--- src/rxfet_pkg.sv ---
// ----------------------------------------------------------------------------
// rxfet_pkg
// shared types and constants of the receive ring buffer with event trigger
// ----------------------------------------------------------------------------
package rxfet_pkg;

  localparam int unsigned DepthDef  = 64;
  localparam int unsigned ByteW     = 8;
  localparam int unsigned FillW     = 6;
  localparam int unsigned CfgIndexW = 2;
  localparam int unsigned CfgDataW  = 8;

  localparam logic [ByteW-1:0] TermCharRst  = 8'd10;
  localparam logic [FillW-1:0] SizeThrRst   = 6'd1;

  typedef enum logic [1:0] {
    OP_RECV  = 2'd0,
    OP_POP   = 2'd1,
    OP_PEEK  = 2'd2,
    OP_CLEAR = 2'd3
  } op_e;

  typedef enum logic [CfgIndexW-1:0] {
    CFG_SIZE_EN  = 2'd0,
    CFG_SIZE_THR = 2'd1,
    CFG_TERM_EN  = 2'd2,
    CFG_TERM_CHR = 2'd3
  } cfg_reg_e;

  typedef enum logic [1:0] {
    ST_IDLE,
    ST_EXEC,
    ST_FETCH
  } state_e;

  typedef struct packed {
    logic latch;
    logic rd_issue;
    logic commit;
  } ctrl_cmd_t;

  typedef struct packed {
    logic needs_fetch;
    logic out_free;
  } dp_stat_t;

endpackage

--- src/rxfet_ram.sv ---
// ----------------------------------------------------------------------------
// rxfet_ram
// generic single-write, single-read ram with registered read data
// ----------------------------------------------------------------------------
module rxfet_ram #(
  parameter int unsigned WIDTH = 8,
  parameter int unsigned DEPTH = 64,
  parameter int unsigned AW    = $clog2(DEPTH)
) (
  input  logic             clk_i,
  input  logic             we_i,
  input  logic [AW-1:0]    waddr_i,
  input  logic [WIDTH-1:0] wdata_i,
  input  logic             re_i,
  input  logic [AW-1:0]    raddr_i,
  output logic [WIDTH-1:0] rdata_o
);

  logic [WIDTH-1:0] mem [DEPTH];
  logic [WIDTH-1:0] rdata_q;

  always_ff @(posedge clk_i) begin
    if (we_i) begin
      mem[waddr_i] <= wdata_i;
    end
    if (re_i) begin
      rdata_q <= mem[raddr_i];
    end
  end

  assign rdata_o = rdata_q;

endmodule

--- src/rxfet_ctrl.sv ---
// ----------------------------------------------------------------------------
// rxfet_ctrl
// sequencer: takes one beat, runs it through the datapath, hands off result
// ----------------------------------------------------------------------------
module rxfet_ctrl (
  input  logic                  clk_i,
  input  logic                  rst_ni,
  input  logic                  in_valid_i,
  output logic                  in_ready_o,
  input  rxfet_pkg::dp_stat_t   stat_i,
  output rxfet_pkg::ctrl_cmd_t  cmd_o
);

  rxfet_pkg::state_e state_q, state_d;

  always_ff @(posedge clk_i or negedge rst_ni) begin
    if (!rst_ni) begin
      state_q <= rxfet_pkg::ST_IDLE;
    end else begin
      state_q <= state_d;
    end
  end

  always_comb begin
    state_d = state_q;
    case (state_q)
      rxfet_pkg::ST_IDLE: begin
        if (in_valid_i) begin
          state_d = rxfet_pkg::ST_EXEC;
        end
      end
      rxfet_pkg::ST_EXEC: begin
        if (stat_i.needs_fetch) begin
          state_d = rxfet_pkg::ST_FETCH;
        end else if (stat_i.out_free) begin
          state_d = rxfet_pkg::ST_IDLE;
        end
      end
      rxfet_pkg::ST_FETCH: begin
        if (stat_i.out_free) begin
          state_d = rxfet_pkg::ST_IDLE;
        end
      end
      default: state_d = rxfet_pkg::ST_IDLE;
    endcase
  end

  always_comb begin
    in_ready_o   = 1'b0;
    cmd_o        = '0;
    case (state_q)
      rxfet_pkg::ST_IDLE: begin
        in_ready_o   = 1'b1;
        cmd_o.latch  = in_valid_i;
      end
      rxfet_pkg::ST_EXEC: begin
        cmd_o.rd_issue = stat_i.needs_fetch;
        cmd_o.commit   = !stat_i.needs_fetch && stat_i.out_free;
      end
      rxfet_pkg::ST_FETCH: begin
        cmd_o.commit = stat_i.out_free;
      end
      default: begin
        in_ready_o = 1'b0;
      end
    endcase
  end

`ifndef SYNTHESIS
  a_accept_to_exec: assert property (@(posedge clk_i) disable iff (!rst_ni)
    (in_valid_i && in_ready_o) |=> state_q == rxfet_pkg::ST_EXEC)
    else $error("accepted beat did not start execution");
  a_fetch_after_read: assert property (@(posedge clk_i) disable iff (!rst_ni)
    cmd_o.rd_issue |=> state_q == rxfet_pkg::ST_FETCH)
    else $error("ring read not followed by fetch");
  a_commit_to_idle: assert property (@(posedge clk_i) disable iff (!rst_ni)
    cmd_o.commit |=> state_q == rxfet_pkg::ST_IDLE)
    else $error("commit did not return to idle");
`endif

endmodule

--- src/rxfet_dp.sv ---
// ----------------------------------------------------------------------------
// rxfet_dp
// ring pointers, config registers, event logic and output register
// ----------------------------------------------------------------------------
module rxfet_dp #(
  parameter int unsigned DEPTH = rxfet_pkg::DepthDef
) (
  input  logic                                clk_i,
  input  logic                                rst_ni,
  input  rxfet_pkg::ctrl_cmd_t                cmd_i,
  output rxfet_pkg::dp_stat_t                 stat_o,
  input  logic [1:0]                          in_op_i,
  input  logic [rxfet_pkg::ByteW-1:0]         in_byte_i,
  input  logic                                cfg_we_i,
  input  logic [rxfet_pkg::CfgIndexW-1:0]     cfg_index_i,
  input  logic [rxfet_pkg::CfgDataW-1:0]      cfg_data_i,
  output logic                                out_valid_o,
  input  logic                                out_ready_i,
  output logic [rxfet_pkg::ByteW-1:0]         out_byte_o,
  output logic                                out_dvalid_o,
  output logic [rxfet_pkg::FillW-1:0]         out_fill_o,
  output logic                                out_event_o,
  output logic                                out_ovf_o
);

  localparam int unsigned PW = $clog2(DEPTH);
  localparam int unsigned FW = rxfet_pkg::FillW;
  localparam logic [PW-1:0] PtrLast = PW'(DEPTH - 1);
  localparam logic [PW:0]   DepthW  = (PW + 1)'(DEPTH);

  rxfet_pkg::op_e              op_q;
  logic [rxfet_pkg::ByteW-1:0] byte_q;
  logic [PW-1:0]               wp_q, wp_d, rp_q, rp_d;

  logic                        size_en_q, term_en_q;
  logic [FW-1:0]               size_thr_q;
  logic [rxfet_pkg::ByteW-1:0] term_chr_q;

  logic                        out_valid_q;
  logic [rxfet_pkg::ByteW-1:0] out_byte_q;
  logic                        out_dvalid_q, out_event_q, out_ovf_q;
  logic [FW-1:0]               out_fill_q;

  logic [PW-1:0]               wp_nxt, rp_nxt, cnt;
  logic [PW:0]                 cnt_sum;
  logic [PW+FW-1:0]            cnt_wide;
  logic                        empty, full, is_read, ram_we;
  logic                        by_size, by_term, ev;
  logic [rxfet_pkg::ByteW-1:0] ram_rdata;

  assign wp_nxt  = (wp_q == PtrLast) ? '0 : wp_q + PW'(1);
  assign rp_nxt  = (rp_q == PtrLast) ? '0 : rp_q + PW'(1);
  assign empty   = (wp_q == rp_q);
  assign full    = (wp_nxt == rp_q);
  assign is_read = (op_q == rxfet_pkg::OP_POP) || (op_q == rxfet_pkg::OP_PEEK);
  assign ram_we  = cmd_i.commit && (op_q == rxfet_pkg::OP_RECV) && !full;

  always_comb begin
    wp_d = wp_q;
    rp_d = rp_q;
    case (op_q)
      rxfet_pkg::OP_RECV:  if (!full) wp_d = wp_nxt;
      rxfet_pkg::OP_POP:   if (!empty) rp_d = rp_nxt;
      rxfet_pkg::OP_PEEK:  rp_d = rp_q;
      rxfet_pkg::OP_CLEAR: rp_d = wp_q;
      default:             rp_d = rp_q;
    endcase
  end

  // fill count after the operation, mod depth
  assign cnt_sum  = {1'b0, wp_d} + ((wp_d < rp_d) ? DepthW : '0) - {1'b0, rp_d};
  assign cnt      = cnt_sum[PW-1:0];
  assign cnt_wide = {{FW{1'b0}}, cnt};

  assign by_size = size_en_q && (cnt_wide >= {{PW{1'b0}}, size_thr_q});
  assign by_term = term_en_q && (byte_q == term_chr_q);
  assign ev      = (op_q == rxfet_pkg::OP_RECV) && !full &&
                   (by_size || by_term || (!size_en_q && !term_en_q));

  assign stat_o.needs_fetch = is_read && !empty;
  assign stat_o.out_free    = !out_valid_q || out_ready_i;

  rxfet_ram #(
    .WIDTH (rxfet_pkg::ByteW),
    .DEPTH (DEPTH)
  ) u_ram (
    .clk_i   (clk_i),
    .we_i    (ram_we),
    .waddr_i (wp_nxt),
    .wdata_i (byte_q),
    .re_i    (cmd_i.rd_issue),
    .raddr_i (rp_nxt),
    .rdata_o (ram_rdata)
  );

  always_ff @(posedge clk_i) begin
    if (cmd_i.latch) begin
      op_q   <= rxfet_pkg::op_e'(in_op_i);
      byte_q <= in_byte_i;
    end
    if (cmd_i.commit) begin
      out_byte_q   <= (is_read && !empty) ? ram_rdata : '0;
      out_dvalid_q <= is_read && !empty;
      out_fill_q   <= cnt_wide[FW-1:0];
      out_event_q  <= ev;
      out_ovf_q    <= (op_q == rxfet_pkg::OP_RECV) && full;
    end
  end

  always_ff @(posedge clk_i or negedge rst_ni) begin
    if (!rst_ni) begin
      wp_q        <= '0;
      rp_q        <= '0;
      out_valid_q <= 1'b0;
    end else begin
      if (cmd_i.commit) begin
        wp_q <= wp_d;
        rp_q <= rp_d;
      end
      if (cmd_i.commit) begin
        out_valid_q <= 1'b1;
      end else if (out_ready_i) begin
        out_valid_q <= 1'b0;
      end
    end
  end

  always_ff @(posedge clk_i or negedge rst_ni) begin
    if (!rst_ni) begin
      size_en_q  <= 1'b0;
      size_thr_q <= rxfet_pkg::SizeThrRst;
      term_en_q  <= 1'b0;
      term_chr_q <= rxfet_pkg::TermCharRst;
    end else if (cfg_we_i) begin
      case (rxfet_pkg::cfg_reg_e'(cfg_index_i))
        rxfet_pkg::CFG_SIZE_EN:  size_en_q  <= cfg_data_i[0];
        rxfet_pkg::CFG_SIZE_THR: size_thr_q <= cfg_data_i[FW-1:0];
        rxfet_pkg::CFG_TERM_EN:  term_en_q  <= cfg_data_i[0];
        rxfet_pkg::CFG_TERM_CHR: term_chr_q <= cfg_data_i;
        default:                 size_en_q  <= size_en_q;
      endcase
    end
  end

  assign out_valid_o  = out_valid_q;
  assign out_byte_o   = out_byte_q;
  assign out_dvalid_o = out_dvalid_q;
  assign out_fill_o   = out_fill_q;
  assign out_event_o  = out_event_q;
  assign out_ovf_o    = out_ovf_q;

`ifndef SYNTHESIS
  a_commit_slot_free: assert property (@(posedge clk_i) disable iff (!rst_ni)
    cmd_i.commit |-> stat_o.out_free)
    else $error("result committed over an untaken result");
  a_flags_exclusive: assert property (@(posedge clk_i) disable iff (!rst_ni)
    out_valid_q |-> !(out_ovf_q && out_event_q) && !(out_dvalid_q && out_ovf_q))
    else $error("conflicting result flags");
  a_clear_empties: assert property (@(posedge clk_i) disable iff (!rst_ni)
    (cmd_i.commit && op_q == rxfet_pkg::OP_CLEAR) |=> (wp_q == rp_q) && out_fill_q == '0)
    else $error("clear left bytes in the ring");
`endif

endmodule

--- src/rx_fifo_event_trigger.sv ---
// ----------------------------------------------------------------------------
// rx_fifo_event_trigger
// receive ring buffer with size and terminator event trigger
// ----------------------------------------------------------------------------
//  channel   direction  tdata / payload                     tuser
//  s_axis    in         rx_byte                             opcode
//  m_axis    out        data_byte, fill_count, event, ovf   data_valid
//  cfg       in         index, write data                   -
//
//  receive, clear and pop/peek on an empty ring commit in the exec state; a
//  pop/peek that finds a byte commits in a fetch state, after the ring read.
//  one beat is in work at a time; a new beat is taken while the result
//  register still waits on m_axis_tready.
//  reset clears pointers, cfg, out valid; the ring memory is not cleared.
//  cfg beats are always taken.
// ----------------------------------------------------------------------------
module rx_fifo_event_trigger #(
  parameter int unsigned DEPTH = rxfet_pkg::DepthDef
) (
  input  logic                              clk_i,
  input  logic                              rst_ni,
  input  logic                              s_axis_tvalid,
  output logic                              s_axis_tready,
  input  logic [7:0]                        s_axis_tdata,   // rx_byte
  input  logic [1:0]                        s_axis_tuser,   // opcode
  output logic                              m_axis_tvalid,
  input  logic                              m_axis_tready,
  // data_byte[7:0], fill_count[13:8], event_res[14], overflow[15]
  output logic [15:0]                       m_axis_tdata,
  output logic [0:0]                        m_axis_tuser,   // data_valid
  input  logic                              cfg_valid_i,
  output logic                              cfg_ready_o,
  input  logic [rxfet_pkg::CfgIndexW-1:0]   cfg_index_i,
  input  logic [rxfet_pkg::CfgDataW-1:0]    cfg_data_i
);

  rxfet_pkg::ctrl_cmd_t        cmd;
  rxfet_pkg::dp_stat_t         stat;
  logic [rxfet_pkg::ByteW-1:0] out_byte;
  logic [rxfet_pkg::FillW-1:0] out_fill;
  logic                        out_dvalid, out_event, out_ovf;

  assign cfg_ready_o = 1'b1;

  rxfet_ctrl u_ctrl (
    .clk_i      (clk_i),
    .rst_ni     (rst_ni),
    .in_valid_i (s_axis_tvalid),
    .in_ready_o (s_axis_tready),
    .stat_i     (stat),
    .cmd_o      (cmd)
  );

  rxfet_dp #(
    .DEPTH (DEPTH)
  ) u_dp (
    .clk_i        (clk_i),
    .rst_ni       (rst_ni),
    .cmd_i        (cmd),
    .stat_o       (stat),
    .in_op_i      (s_axis_tuser),
    .in_byte_i    (s_axis_tdata),
    .cfg_we_i     (cfg_valid_i),
    .cfg_index_i  (cfg_index_i),
    .cfg_data_i   (cfg_data_i),
    .out_valid_o  (m_axis_tvalid),
    .out_ready_i  (m_axis_tready),
    .out_byte_o   (out_byte),
    .out_dvalid_o (out_dvalid),
    .out_fill_o   (out_fill),
    .out_event_o  (out_event),
    .out_ovf_o    (out_ovf)
  );

  assign m_axis_tdata = {out_ovf, out_event, out_fill, out_byte};
  assign m_axis_tuser = out_dvalid;

endmodule

--- config.mk ---
export PLATFORM = sky130hd
export DESIGN_NAME = rx_fifo_event_trigger
export DESIGN_NICKNAME = d
export VERILOG_FILES = /design/src/rxfet_pkg.sv /design/src/rxfet_ram.sv /design/src/rxfet_ctrl.sv /design/src/rxfet_dp.sv /design/src/rx_fifo_event_trigger.sv
export SDC_FILE = /design/constraint.sdc
export NUM_CORES = 1
export LEC_CHECK = 0
export ABC_AREA = 0
export BUFFER_PORTS_ARGS = -buffer_cell sky130_fd_sc_hd__buf_2
export CAP_MARGIN = 20
export CORE_MARGIN = 2
export CORE_UTILIZATION = 40
export DETAILED_ROUTE_END_ITERATION = 7
export GPL_TIMING_DRIVEN = 0
export HOLD_SLACK_MARGIN = 0.06
export PLACE_DENSITY_LB_ADDON = 0.2
export RECOVER_POWER = 100
export SETUP_SLACK_MARGIN = 0.02
export SYNTH_ARGS = -nofsm -noshare
export SYNTH_HDL_FRONTEND = slang
export SYNTH_SLANG_ARGS = --single-unit
--- constraint.sdc ---
create_clock -name clk_i -period 10.91 [get_ports clk_i]
set_input_delay 2.7275 -clock clk_i [delete_from_list [all_inputs] [get_ports clk_i]]
set_output_delay 2.7275 -clock clk_i [all_outputs]
set_load 0.005 [all_outputs]
# Word level (Yosys, flattened, before mapping)
# Memory sizes are Yosys's and may differ from the RTL's. A register that Yosys moved wholly into a read port is not among the register bits.
# Cells that the tools add are included.
op_classes:
  addsub: 4
  magnitude_cmp: 1
  eq_ne: 14
  n_mux: 18
  n_reduce_logical: 28
ops:
  columns: ["cell", "n"]
  rows:
  - ["$mux 6", 5]
  - ["$add 6x1->6 const B", 2]
  - ["$eq 6x6->1", 2]
  - ["$eq 6x6->1 const B", 2]
  - ["$pmux 6 s2", 1]
  - ["$eq 2x2->1 const B", 5]
  - ["$logic_and 1x1->1", 10]
  - ["$eq 8x8->1", 1]
  - ["$reduce_and 2->1", 4]
  - ["$mux 1", 7]
  - ["$add 6x6->6 const B", 1]
  - ["$eq 2x1->1 const B", 3]
  - ["$ge 6x6->1", 1]
  - ["$logic_not 1->1", 6]
  - ["$logic_not 2->1", 3]
  - ["$mux 2", 3]
  - ["$pmux 2 s3", 1]
  - ["$sub 6x6->6", 1]
  - ["$logic_or 1x1->1", 4]
  - ["$ne 2x2->1 const B", 1]
  - ["$pmux 1 s2", 1]
  - ["$reduce_bool 2->1", 1]
word_totals:
  ff_bits: 58
  mem_bits_rw: 512
  in_bits: 25
  output_inout_bits: 20
  word_cells: 81
  mem_count: 1
mem_list:
  columns: ["memory", "words", "width", "rd", "rd_clocked_by_memory_dff", "wr", "line_no", "rtl"]
  rows:
  - ["u_dp.u_ram.mem", 64, 8, 1, 1, 1, "rxfet_ram.sv:19", "logic [WIDTH-1:0] mem [DEPTH];"]

# Logic depth before layout (Yosys ltp)
# Gate-level depths: netlist of the first run.
logic_depth:
  ltp_word: 12
  depth_mapped: 20
  depth_no_buf: 17

# By module
# A second synthesis of the first run with hierarchy kept.
unflattened:
  hier_cells: 1258
  area_unflattened_um2: 23726.5
modules_own_cells:
  columns: ["module", "n_inst", "cells_each", "area_each_um2", "seq_area_each_um2"]
  rows:
  - ["rxfet_ram", 1, 940, 20246.9, 15615.0]
  - ["rxfet_dp", 1, 292, 3261.9, 1540.2]
  - ["rxfet_ctrl", 1, 22, 191.4, 50.0]
  - ["rx_fifo_event_trigger", 1, 4, 26.3, 0.0]

# Least setup slack after synthesis of the first run
# Ideal clock, no wire load.
synth_timing:
  path_type: "in2reg"
  startpoint: "in m_axis_tready"
  endpoint: "mem u_dp.u_ram.mem[56][0] (enable)"
  setup_ps: 398
  arrival_time_ps: 4590
  required_time_ps: 10512
  path_slack_ps: 5922
  path_stages: 6
  path_buffers: 2
  cell_sequence: "nand2b_1 nand2_1 or3_1 buf_2 clkbuf_1 nor4b_1"
synth_between:
  elab_chain_len: 7
synth_rtl:
  columns: ["item", "line_no", "rtl"]
  rows:
  - ["start, declared", "rx_fifo_event_trigger.sv:27", "input logic m_axis_tready,"]
  - ["$logic_or 1x1->1 (*)", "rxfet_dp.sv:81", "assign stat_o.out_free = !out_valid_q || out_ready_i;"]
  - ["$logic_and 1x1->1", "rxfet_ctrl.sv:58", "cmd_o.commit = !stat_i.needs_fetch && stat_i.out_free;"]
  - ["$pmux 1 s2 (*)", "rxfet_ctrl.sv:51", "case (state_q)"]
  - ["$logic_and 1x1->1 (*) (2 in series)", "rxfet_dp.sv:56", "assign ram_we = cmd_i.commit && (op_q == rxfet_pkg::OP_RECV) && !full;"]
  - ["$mux 1 (*)", "rxfet_ram.sv:23", "if (we_i) begin"]
  - ["$mux 1 (not written as such) (*)", "rxfet_ram.sv:24", "mem[waddr_i] <= wdata_i;"]
  - ["end, declared", "rxfet_ram.sv:19", null]
# Every way passes the cells marked *; elsewhere a longest branch is shown, timed or not.

# Worst setup path after layout of the first run
layout_timing:
  startpoint: "in m_axis_tready"
  endpoint: "mem u_dp.u_ram.mem[40][1] (enable)"
# The elaborated chain is that of the path after synthesis.

==> reports/results.txt, run 1 <==
Most frequent cells in the layout: edfxtp_1 (547), nand2_1 (536), nand3_1 (218)
Flop pwr share: 0.329
Fin Setup TNS: 0 ns
Worst setup EP type: flip-flop
Die Height: 249 microns
Vias in the first global route: 15600
Kind of critical path: in -> reg
Post-synth design cell area: 23900 sq um
Syn_area_per_cell: 12.5 sq um
Worst path bufs/invs: 1
Drt total wl: 69500 microns
Part of the power in the clock network: 0.250
Share of layout cells above drive strength 1: 0.0751
Sequential-to-total area share from yosys stat: 0.719
Remaining antenna violation count: 0
Worst hold slack: 0.509 ns
Worst endpoint data arrival time: 6.14 ns
Hold Vio Cnt, Final: 0
Largest family of logic cells by synthesized area: simple AND/OR/NAND/NOR gates
DRC Markers: 0
Max clock buf depth: 3
Synth Register Bits: 578
Die area: 61800 sq um
Starting Density: 0.405
Commonest non-fill, non-tap cell in the layout: edfxtp_1
RSZ-0062 raised after global routing: no
Slew Viols, Final: 87
Site Rows: 89
First-iteration detailed-routing DRC count: 1854
Worst hold path type: reg -> reg
# H-tree levels: 2
Top Ports: 45
Xor/xnor share of the synthesized area: 0.0113
Port bufs: 43
Drt first pass iters: 7
Synth top area cells: edfxtp_1 (69%), nand2_1 (8.4%), nand3_1 (4.6%), dfrtp_1 (2.9%), a31oi_1 (1.5%)
Area leader, netlist: edfxtp_1
Synth Area in Compound Gates: 0.0484
Worst VDD drop: 184 uV
Yosys warns: 0
Chip Width: 249 microns
Data required time of the critical path: 11.17 ns
Sw Share: 0.427
Leak pwr: 9.17 nW
Antenna fix cells: 0
Internal power: 4.74 mW
Cell Pwr Density: 305 nW/um^2
Final setup violation count: 0
Simple-Gate Fraction of Synth Area: 0.175
Max Clock Skew: 0.0149 ns
CTS root buf: clkbuf_16
Vias per inst: 5.59
Min Tclk post-route: 5.88 ns
Failing checks: capacitance limit, slew limit
Vias: 16100
Cells after Synth: 1917
Worst skew pair latency: 0.63 ns
Crit-path max FO: 9
Worst slew pin tran: 1.79 ns
Mux cell area share after synthesis: 0.00889
Routed len/inst: 24.2 microns
Number of CTS-inserted buffers: 61
Area Overhead vs Synth: 13.6%
Post-DP HPWL: 49100 microns
CP max stage delay: 1.22 ns
Fraction of registers with async set/reset: 0.0536
Post-Syn Nets: 1963
Post-synth EDFFs: 547
Global route overflow: 0
CP max stage cell: nor3_1
Hold Buf Count CTS: 0
CTS sink count: 578
Logic pwr share: 0.421
All-Layer GR Usage: 0.223
Max_cap viols: 5
Tcrit/Tclk final: 0.539
Predominant post-synthesis flop cell: edfxtp_1
Post-Synth Adder-Cell Area: 0.0113
First-pass GRT wire length: 103000 microns
Outcome: complete, but fails checks
Largest net degree at the start of global routing: 32
Post-CTS Setup Inserts: 0
Clk pin slew, worst setup/hold paths: 0.06 ns
Final GP Congestion: 0.929
Post-synth cell types: 62
Delay-heaviest family, CP: simple AND/OR/NAND/NOR gates
Critical path cell sequence: buf_2 > nand2b_1 > nand2_1 > nor3_1 > nand3_1 > nor2_1
Yosys top cell area share: 0.687
Net Sw Power: 3.54 mW
Pwr Total: 8.28 mW
Initial antenna violation count: 2
Max-slew headroom: -0.195
Resized Gates After CTS: 0
Max Fclk: 170 MHz
Core area: 59000 sq um
Nets: 2099
Worst Setup Start Kind: input pin
CTS tree: built
[cell families (layout without fill, tap and decap cells)]
logic type	Yosys count	count (layout)
XOR/XNOR	31	31
other	1	1
buffers and inverters	148	335
adder cells (fa/ha/maj)	21	21
multiplexers	19	19
AO/OA/AOI/OAI	165	165
AND/OR/NAND/NOR	954	954
flip-flops	578	578
[path summary, 6_finish.rpt]
kind | slack [ns] | to | start | cells after the start
hold reg to reg | 0.51 | u_dp.size_thr_q[4] | u_dp.size_thr_q[4] | 1
hold / removal | 0.51 | u_dp.size_thr_q[4] | u_dp.size_thr_q[4] | 1
max in group asynchronous | 7.29 | u_dp.term_chr_q[6] | rst_ni | 1
setup reg to reg | 5.28 | u_dp.u_ram.mem[40][1] | u_dp.wp_q[0] | 9
setup / recovery | 5.03 | u_dp.u_ram.mem[40][1] | m_axis_tready | 6
min in group asynchronous | 2.58 | u_ctrl.state_q[0] | rst_ni | 1
[synth_stat cells (5+ instances only)]
cell / number
nand2b_1: 11
a222oi_1: 5
mux2_2: 18
buf_4: 5
xor2_1: 17
or3_1: 6
a41oi_1: 16
ha_1: 20
and2_1: 12
nor2_1: 82
o211a_1: 10
a21oi_1: 19
nand4_1: 53
nand2_1: 536
buf_2: 8
a22oi_1: 8
a31oi_1: 59
nor3_1: 7
edfxtp_1: 547
a21o_1: 6
inv_1: 26
clkbuf_1: 93
nand3_1: 218
xnor2_1: 14
buf_1: 12
dfrtp_1: 28
o21ai_0: 13
[area by class of cell]
| type | count | area (sq um) |
|---|---|---|
| fillers | 5353 | 31800 |
| flip-flops and latches | 578 | 17200 |
| multi-input cells | 1191 | 6080 |
| clock buffers | 72 | 1580 |
| well taps | 773 | 967 |
| plain buffers | 122 | 503 |
| clock inverters | 42 | 410 |
| repair buffers | 73 | 330 |
| inverters | 26 | 97.6 |
[per-layer routing]
layer | share of wire | global-route usage
met5 | 0.00039 | 0
met2 | 0.46 | 0.353
met1 | 0.43 | 0.316
met4 | 0.033 | 0.0754
met3 | 0.076 | 0.0331
[per-stage QoR]
step / area (sq um) / utilization / setup slack, ns / cells
after floorplan: 23900 / - / 5.92 / 1917
after global placement: 25100 / 0.425 / 4.67 / 2733
after detailed placement: 25800 / 0.437 / 5.15 / 2762
after CTS: 27800 / 0.470 / 5.82 / 2876
after global routing: 27200 / 0.460 / 4.74 / 2877
final: 27200 / 0.460 / 5.03 / 2877
[state kept, by name, indices dropped and copies added (netlist names), 2 cells and up]
register / count
u_ctrl.state_q: 2
u_dp.out_fill_o: 6
u_dp.size_thr_q: 6
u_dp.op_q: 2
u_dp.term_chr_q: 8
u_dp.rp_q: 6
u_dp.u_ram.mem: 512
u_dp.byte_q: 8
u_dp.out_byte_o: 8
u_dp.u_ram.rdata_o: 8
u_dp.wp_q: 6
[power groups by stage]
stage	Sequential [mW]	Clock, mW	Combinational, mW
2_1_floorplan	2.79	0	1.84
3_3_place_gp	2.90	0	3.26
3_5_place_dp	2.77	0	3.52
4_1_cts	2.72	2.09	3.54
5_1_grt	2.73	2.18	3.72
6_report	2.72	2.07	3.49
No activity file was read; power rests on OpenSTA's default activity.
==> run 2, diff against run 1 <==
Settings changed: ABC_AREA 0 to 1.
Clock period 10.91 ns to 5.41 ns, I/O delays scaled along.
==> run 2 against run 1 <==
- the run still ends with capacitance limit, slew limit left
- critical endpoint is now u_dp.out_event_o
- clock-buffer cell count rose by 18
- flip-flop and latch count is the same
- synthesized cell count increased by 29%
- non-clock buffer count rose by 20
- register-to-register slack worse by 4.5 ns
- die area grew 7.8%
- design area is 7.1% higher
- first-iteration DRC count increased by 6.4%
- global-route usage up 2.5 points
- highest routed layer unchanged
==> reports/results.txt, run 2 <==
Worst skew pair latency: 0.60 ns
Routed len/inst: 23.4 microns
Remaining antenna violation count: 0
CP max stage cell: o21bai_1
CP most frequent cell: nand2_1
Initial antenna violation count: 3
Global route overflow: 0
Max-slew headroom: -0.242
Worst hold path type: reg -> reg
Slew Viols, Final: 32
Leak pwr: 11.3 nW
Die area: 66600 sq um
Fin Setup TNS: 0 ns
Final setup violation count: 0
RSZ-0062 raised after global routing: no
Cell Pwr Density: 583 nW/um^2
Fin cells: 3507
Final Cell Area: 29100 sq um
Area Overhead vs Synth: 12.7%
Synth Register Bits: 578
Clk pin slew, worst setup/hold paths: 0.06 ns
Drt total wl: 82200 microns
DRC Markers: 0
Number of CTS-inserted buffers: 66
Post-synth cell types: 41
Delay-heaviest family, CP: compound AO/OA/AOI/OAI gates
Starting Density: 0.403
Biggest register: u_dp.u_ram.mem
Nets: 2651
Die Height: 258 microns
Hold Vio Cnt, Final: 0
Sequential-to-total area share from yosys stat: 0.666
Post-Syn Nets: 2516
Pwr Total: 17.0 mW
Top Ports: 45
First-iteration detailed-routing DRC count: 1973
CP max stage delay: 0.50 ns
Hold Buf Count CTS: 0
Share of layout cells above drive strength 1: 0.0728
Largest net degree at the start of global routing: 32
Crit-path max FO: 10
Port bufs: 43
Most frequent cells in the layout: nand2_1 (748), edfxtp_1 (547), nand3_1 (536)
Outcome: complete, but fails checks
Synth top area cells: edfxtp_1 (64%), nand2_1 (11%), nand3_1 (10%), dfrtp_1 (2.7%), inv_1 (2.4%)
Post-DP HPWL: 57700 microns
Placed instance area: 27800 sq um
Worst endpoint data arrival time: 5.03 ns
Min Tclk post-route: 4.68 ns
Post-synth EDFFs: 547
Final setup margin: 0.735 ns
Count leader, synth: nand2_1
Core area: 64100 sq um
Commonest non-fill, non-tap cell in the layout: nand2_1
Chip Width: 258 microns
Max clock buf depth: 3
R2r setup slk: 0.73 ns
Max Clock Skew: 0.0343 ns
Worst slew pin tran: 1.86 ns
Worst path bufs/invs: 4
Kind of critical path: reg -> reg
First-pass GRT wire length: 120000 microns
Cells after Synth: 2470
Max FFs per register: 512
Vias per inst: 5.38
Post-CTS Setup Inserts: 0
All-Layer GR Usage: 0.247
# H-tree levels: 3
Placed Cells: 3392
Max_cap viols: 1
Predominant post-synthesis flop cell: edfxtp_1
Final GP Congestion: 0.962
Drt first pass iters: 6
Yosys top cell area share: 0.636
Vias in the first global route: 18500
Setup WS pre-CTS: 0.799 ns
Syn_area_per_cell: 10.5 sq um
Worst Setup Start Kind: flip-flop
Post-synth top cells: nand2_1 (739), edfxtp_1 (547), nand3_1 (534)
Data required time of the critical path: 5.76 ns
Yosys warns: 0
Worst setup EP type: flip-flop
Failing checks: capacitance limit, slew limit
Tcrit/Tclk final: 0.864
Site Rows: 93
Resized Gates After CTS: 0
Worst VDD drop: 275 uV
Area leader, netlist: edfxtp_1
CTS tree: built
Max Fclk: 214 MHz
Critical path cell sequence: ha_1 > nand3_1 > o21bai_1 > buf_2 > buf_2 > nand2_1 > o21ai_0 > o21ai_0 > ha_1 > o21ai_0 > a21o_1 > a21o_1 > nand3_1 > nand2_1 > inv_1 > nand2_1 > nand2_1 > ha_1 > nand2_1 > inv_1 > o211ai_1 > o2111ai_1 > nand2_1 > a31oi_1
Post-synth design cell area: 25800 sq um
Fraction of registers with async set/reset: 0.0536
CTS root buf: clkbuf_16
CTS sink count: 578
Vias: 18900
## run 2: cells by family after synthesis
group,after synthesis,synth area share
other,1,0.000145
AND/OR/NAND/NOR,1471,0.255
AO/OA/AOI/OAI,61,0.0127
buffers and inverters,325,0.0508
multiplexers,2,0.000872
XOR/XNOR,11,0.00373
flip-flops,578,0.666
adder cells (fa/ha/maj),21,0.0105
## run 2: worst register-to-register path, stage by stage, from the launching register on
cell and delay, ns:
dfrtp_1 0.37, ha_1 0.23, nand3_1 0.12, o21bai_1 0.50, buf_2 0.37, buf_2 0.36, nand2_1 0.08, o21ai_0 0.08
o21ai_0 0.23, ha_1 0.32, o21ai_0 0.30, a21o_1 0.18, a21o_1 0.15, nand3_1 0.08, nand2_1 0.09, inv_1 0.04
nand2_1 0.05, nand2_1 0.09, ha_1 0.30, nand2_1 0.08, inv_1 0.06, o211ai_1 0.08, o2111ai_1 0.14, nand2_1 0.08
a31oi_1 0.07
## run 2: where the power goes
group | total, mW | switching [mW] | leakage, nW | internal [mW]
Sequential | 5.52 | 0.146 | 5.30 | 5.38
Combinational | 7.18 | 5.34 | 5.07 | 1.84
Clock | 4.27 | 1.78 | 0.973 | 2.50
## run 2: routing by layer
metal / global-route usage / share of wire / vias to the layer above / wire length [microns]
li1: - / - / 8716 / -
met4: 0.117 / 0.050 / 4 / 4070
met1: 0.332 / 0.42 / 9146 / 34300
met2: 0.384 / 0.45 / 808 / 37300
met5: 0 / 0.00077 / - / 63
met3: 0.0537 / 0.079 / 203 / 6480
## run 2: final cells by class
class	instances	area [sq um]
buffer	148	646
clock buffer	90	1830
timing repair buffer	67	294
multi-input combinational	1567	7200
inverter	177	664
tap	855	1070
antenna	1	2.50
fill	6011	35000
clock inverter	24	190
sequential	578	17200
## run 2: final timing paths
path / startpoint / to / cells after the start
worst max-delay path: u_dp.rp_q[1] / u_dp.out_event_o / 24
worst min-delay path: u_dp.size_thr_q[3] / u_dp.size_thr_q[3] / 2
worst max register to register: u_dp.rp_q[1] / u_dp.out_event_o / 24
worst min register to register: u_dp.size_thr_q[3] / u_dp.size_thr_q[3] / 2
max in group asynchronous: rst_ni / u_dp.rp_q[1] / 1
min in group asynchronous: rst_ni / u_dp.size_thr_q[5] / 1
## run 2: stage by stage
| step | hold slack (ns) | utilization |
|---|---|---|
| final | 0.491 | 0.454 |
| after floorplan | 0.453 | - |
| after CTS | 0.492 | 0.464 |
| after global routing | 0.519 | 0.454 |
| after global placement | 0.473 | 0.423 |
| after detailed placement | 0.477 | 0.433 |
==> run 3, diff against run 2 <==
Settings changed: PLACE_DENSITY_LB_ADDON 0.2 to 0.15.
==> run 3 against run 2 <==
- the flow still finishes with violations (capacitance limit, slew limit)
- non-clock buffer count did not move
- global-route usage grew 0.42 points
- combinational power about the same
- largest power group unchanged
==> reports/results.txt, run 3 (same netlist as run 2, synthesis figures left out) <==
Outcome: complete, but fails checks
Failing checks: capacitance limit, slew limit
Storage element area: 17200 sq um
Cell Pwr Density: 586 nW/um^2
Worst skew pair latency: 0.62 ns
Worst endpoint data arrival time: 5.29 ns
CTS root buf: clkbuf_16
Top Ports: 45
Hold path cells: 2
Worst R2R Path Depth: 24
Die area: 66600 sq um
Final setup violation count: 0
First-pass GRT wire length: 122000 microns
DRC Markers: 0
Number of CTS-inserted buffers: 66
# H-tree levels: 3
Most frequent cells in the layout: nand2_1 (748), edfxtp_1 (547), nand3_1 (535)
Site Rows: 93
Chip Width: 258 microns
Fin Setup TNS: 0 ns
Drt total wl: 83300 microns
Resized Gates After CTS: 0
Min Tclk post-route: 4.93 ns
Vias per inst: 5.36
Drt first pass iters: 6
Layout fillers: 6091
Max clock buf depth: 3
Clk pin slew, worst setup/hold paths: 0.06 ns
CP most frequent cell: nand2_1
Max FFs per register: 512
Max Clock Skew: 0.0273 ns
First-iteration detailed-routing DRC count: 1980
Max_cap viols: 1
Core area: 64100 sq um
Multi-input gate area: 7210 sq um
Worst Hold Launch: u_dp.size_thr_q[4]
Leak pwr: 11.4 nW
CTS tree: built
Setup WS pre-CTS: 0.799 ns
CTS sink count: 578
Routed len/inst: 23.8 microns
Commonest non-fill, non-tap cell in the layout: nand2_1
Critical path cell sequence: ha_1 > nand3_1 > o21bai_1 > clkbuf_1 > buf_2 > nand2_1 > o21ai_0 > o21ai_0 > ha_1 > o21ai_0 > a21o_1 > a21o_1 > nand3_1 > nand2_1 > inv_1 > nand2_1 > nand2_1 > ha_1 > nand2_1 > inv_1 > o211ai_1 > o2111ai_1 > nand2_1 > a31oi_1
Nets: 2651
Data required time of the critical path: 5.77 ns
Hold Buf Count CTS: 0
Biggest register: u_dp.u_ram.mem
Worst setup EP type: flip-flop
Post-DP HPWL: 58400 microns
Reg-to-Reg End: u_dp.out_event_o
Initial antenna violation count: 1
Worst slew pin tran: 1.86 ns
Critical R2R Launch: u_dp.rp_q[0]
Max Fclk: 203 MHz
RSZ-0062 raised after global routing: no
Tcrit/Tclk final: 0.911
WHS Endpoint: u_dp.size_thr_q[4]
Die Height: 258 microns
Worst hold path type: reg -> reg
Worst VDD drop: 332 uV
Post-CTS Setup Inserts: 0
Final setup margin: 0.482 ns
Starting Density: 0.403
Global route overflow: 0
Worst path bufs/invs: 4
Max-slew headroom: -0.239
Port bufs: 43
All-Layer GR Usage: 0.251
Vias: 18800
Area Overhead vs Synth: 12.8%
Remaining antenna violation count: 0
Final GP Congestion: 0.933
Largest net degree at the start of global routing: 32
Vias in the first global route: 18300
Slew Viols, Final: 32
Worst Setup Start Kind: flip-flop
Share of layout cells above drive strength 1: 0.0766
Crit-path max FO: 10
CP max stage cell: o21bai_1
Hold Vio Cnt, Final: 0
Delay-heaviest family, CP: compound AO/OA/AOI/OAI gates
R2r setup slk: 0.48 ns
CP max stage delay: 0.50 ns
Kind of critical path: reg -> reg
## run 3: cell count changes in the layout (fill, tap and decap cells not counted), sizes merged
cell,previous run,this run
clkinv,18,24
inv,178,177
clkbuf,191,185
## run 3: per-layer routing
layer  up-vias  GRT usage  wire (microns)
li1       8698          -               -
met1      9196      0.345           35700
met2       698      0.392           37800
met3       182     0.0452            5950
met4         2      0.111            3780
met5         -          0              29
## run 3: where the power goes
part           internal, mW  switching [mW]
clock network          2.52            1.81
registers              5.38           0.149
logic                  1.83            5.38
total                  9.73            7.34
## run 3: worst max path at each step
stage | cells past startpoint | start | slack (ns) | end
2_1_floorplan | 30 | u_dp.wp_q[0] | 1.64 | u_dp.out_event_o
3_3_place_gp | 24 | u_dp.rp_q[0] | 0.85 | u_dp.out_event_o
3_5_place_dp | 24 | u_dp.rp_q[0] | 0.80 | u_dp.out_event_o
4_1_cts | 24 | u_dp.rp_q[0] | 0.76 | u_dp.out_event_o
5_1_grt | 24 | u_dp.rp_q[2] | 0.27 | u_dp.out_event_o
6_report | 24 | u_dp.rp_q[0] | 0.48 | u_dp.out_event_o
## run 3: tightest hold or removal path: stages (launching register included)
cell,delay [ns]
dfrtp_1,0.34
nand2_1,0.05
o21ai_0,0.06
## run 3: cell type report
cell class                      count  area share
Inverter                          177      0.0228
Clock inverter                     29     0.00769
Clock buffer                       84      0.0626
Buffer                            148      0.0221
Multi-Input combinational cell   1567       0.247
Sequential cell                   578       0.590
Timing Repair Buffer               67      0.0101
Antenna cell                        1   0.0000859
Tap cell                          855      0.0367
## run 3: stage by stage
step | util | std cells | power, mW | area (sq um) | hold WS (ns)
finish | 0.454 | 3506 | 17.1 | 29100 | 0.485
global route | 0.454 | 3505 | 17.9 | 29100 | 0.528
CTS | 0.465 | 3505 | 17.3 | 29800 | 0.491
detailed placement | 0.433 | 3392 | 12.9 | 27800 | 0.477
global placement | 0.423 | 3368 | 12.7 | 27100 | 0.474
floorplan | - | 2470 | 9.86 | 25800 | 0.453
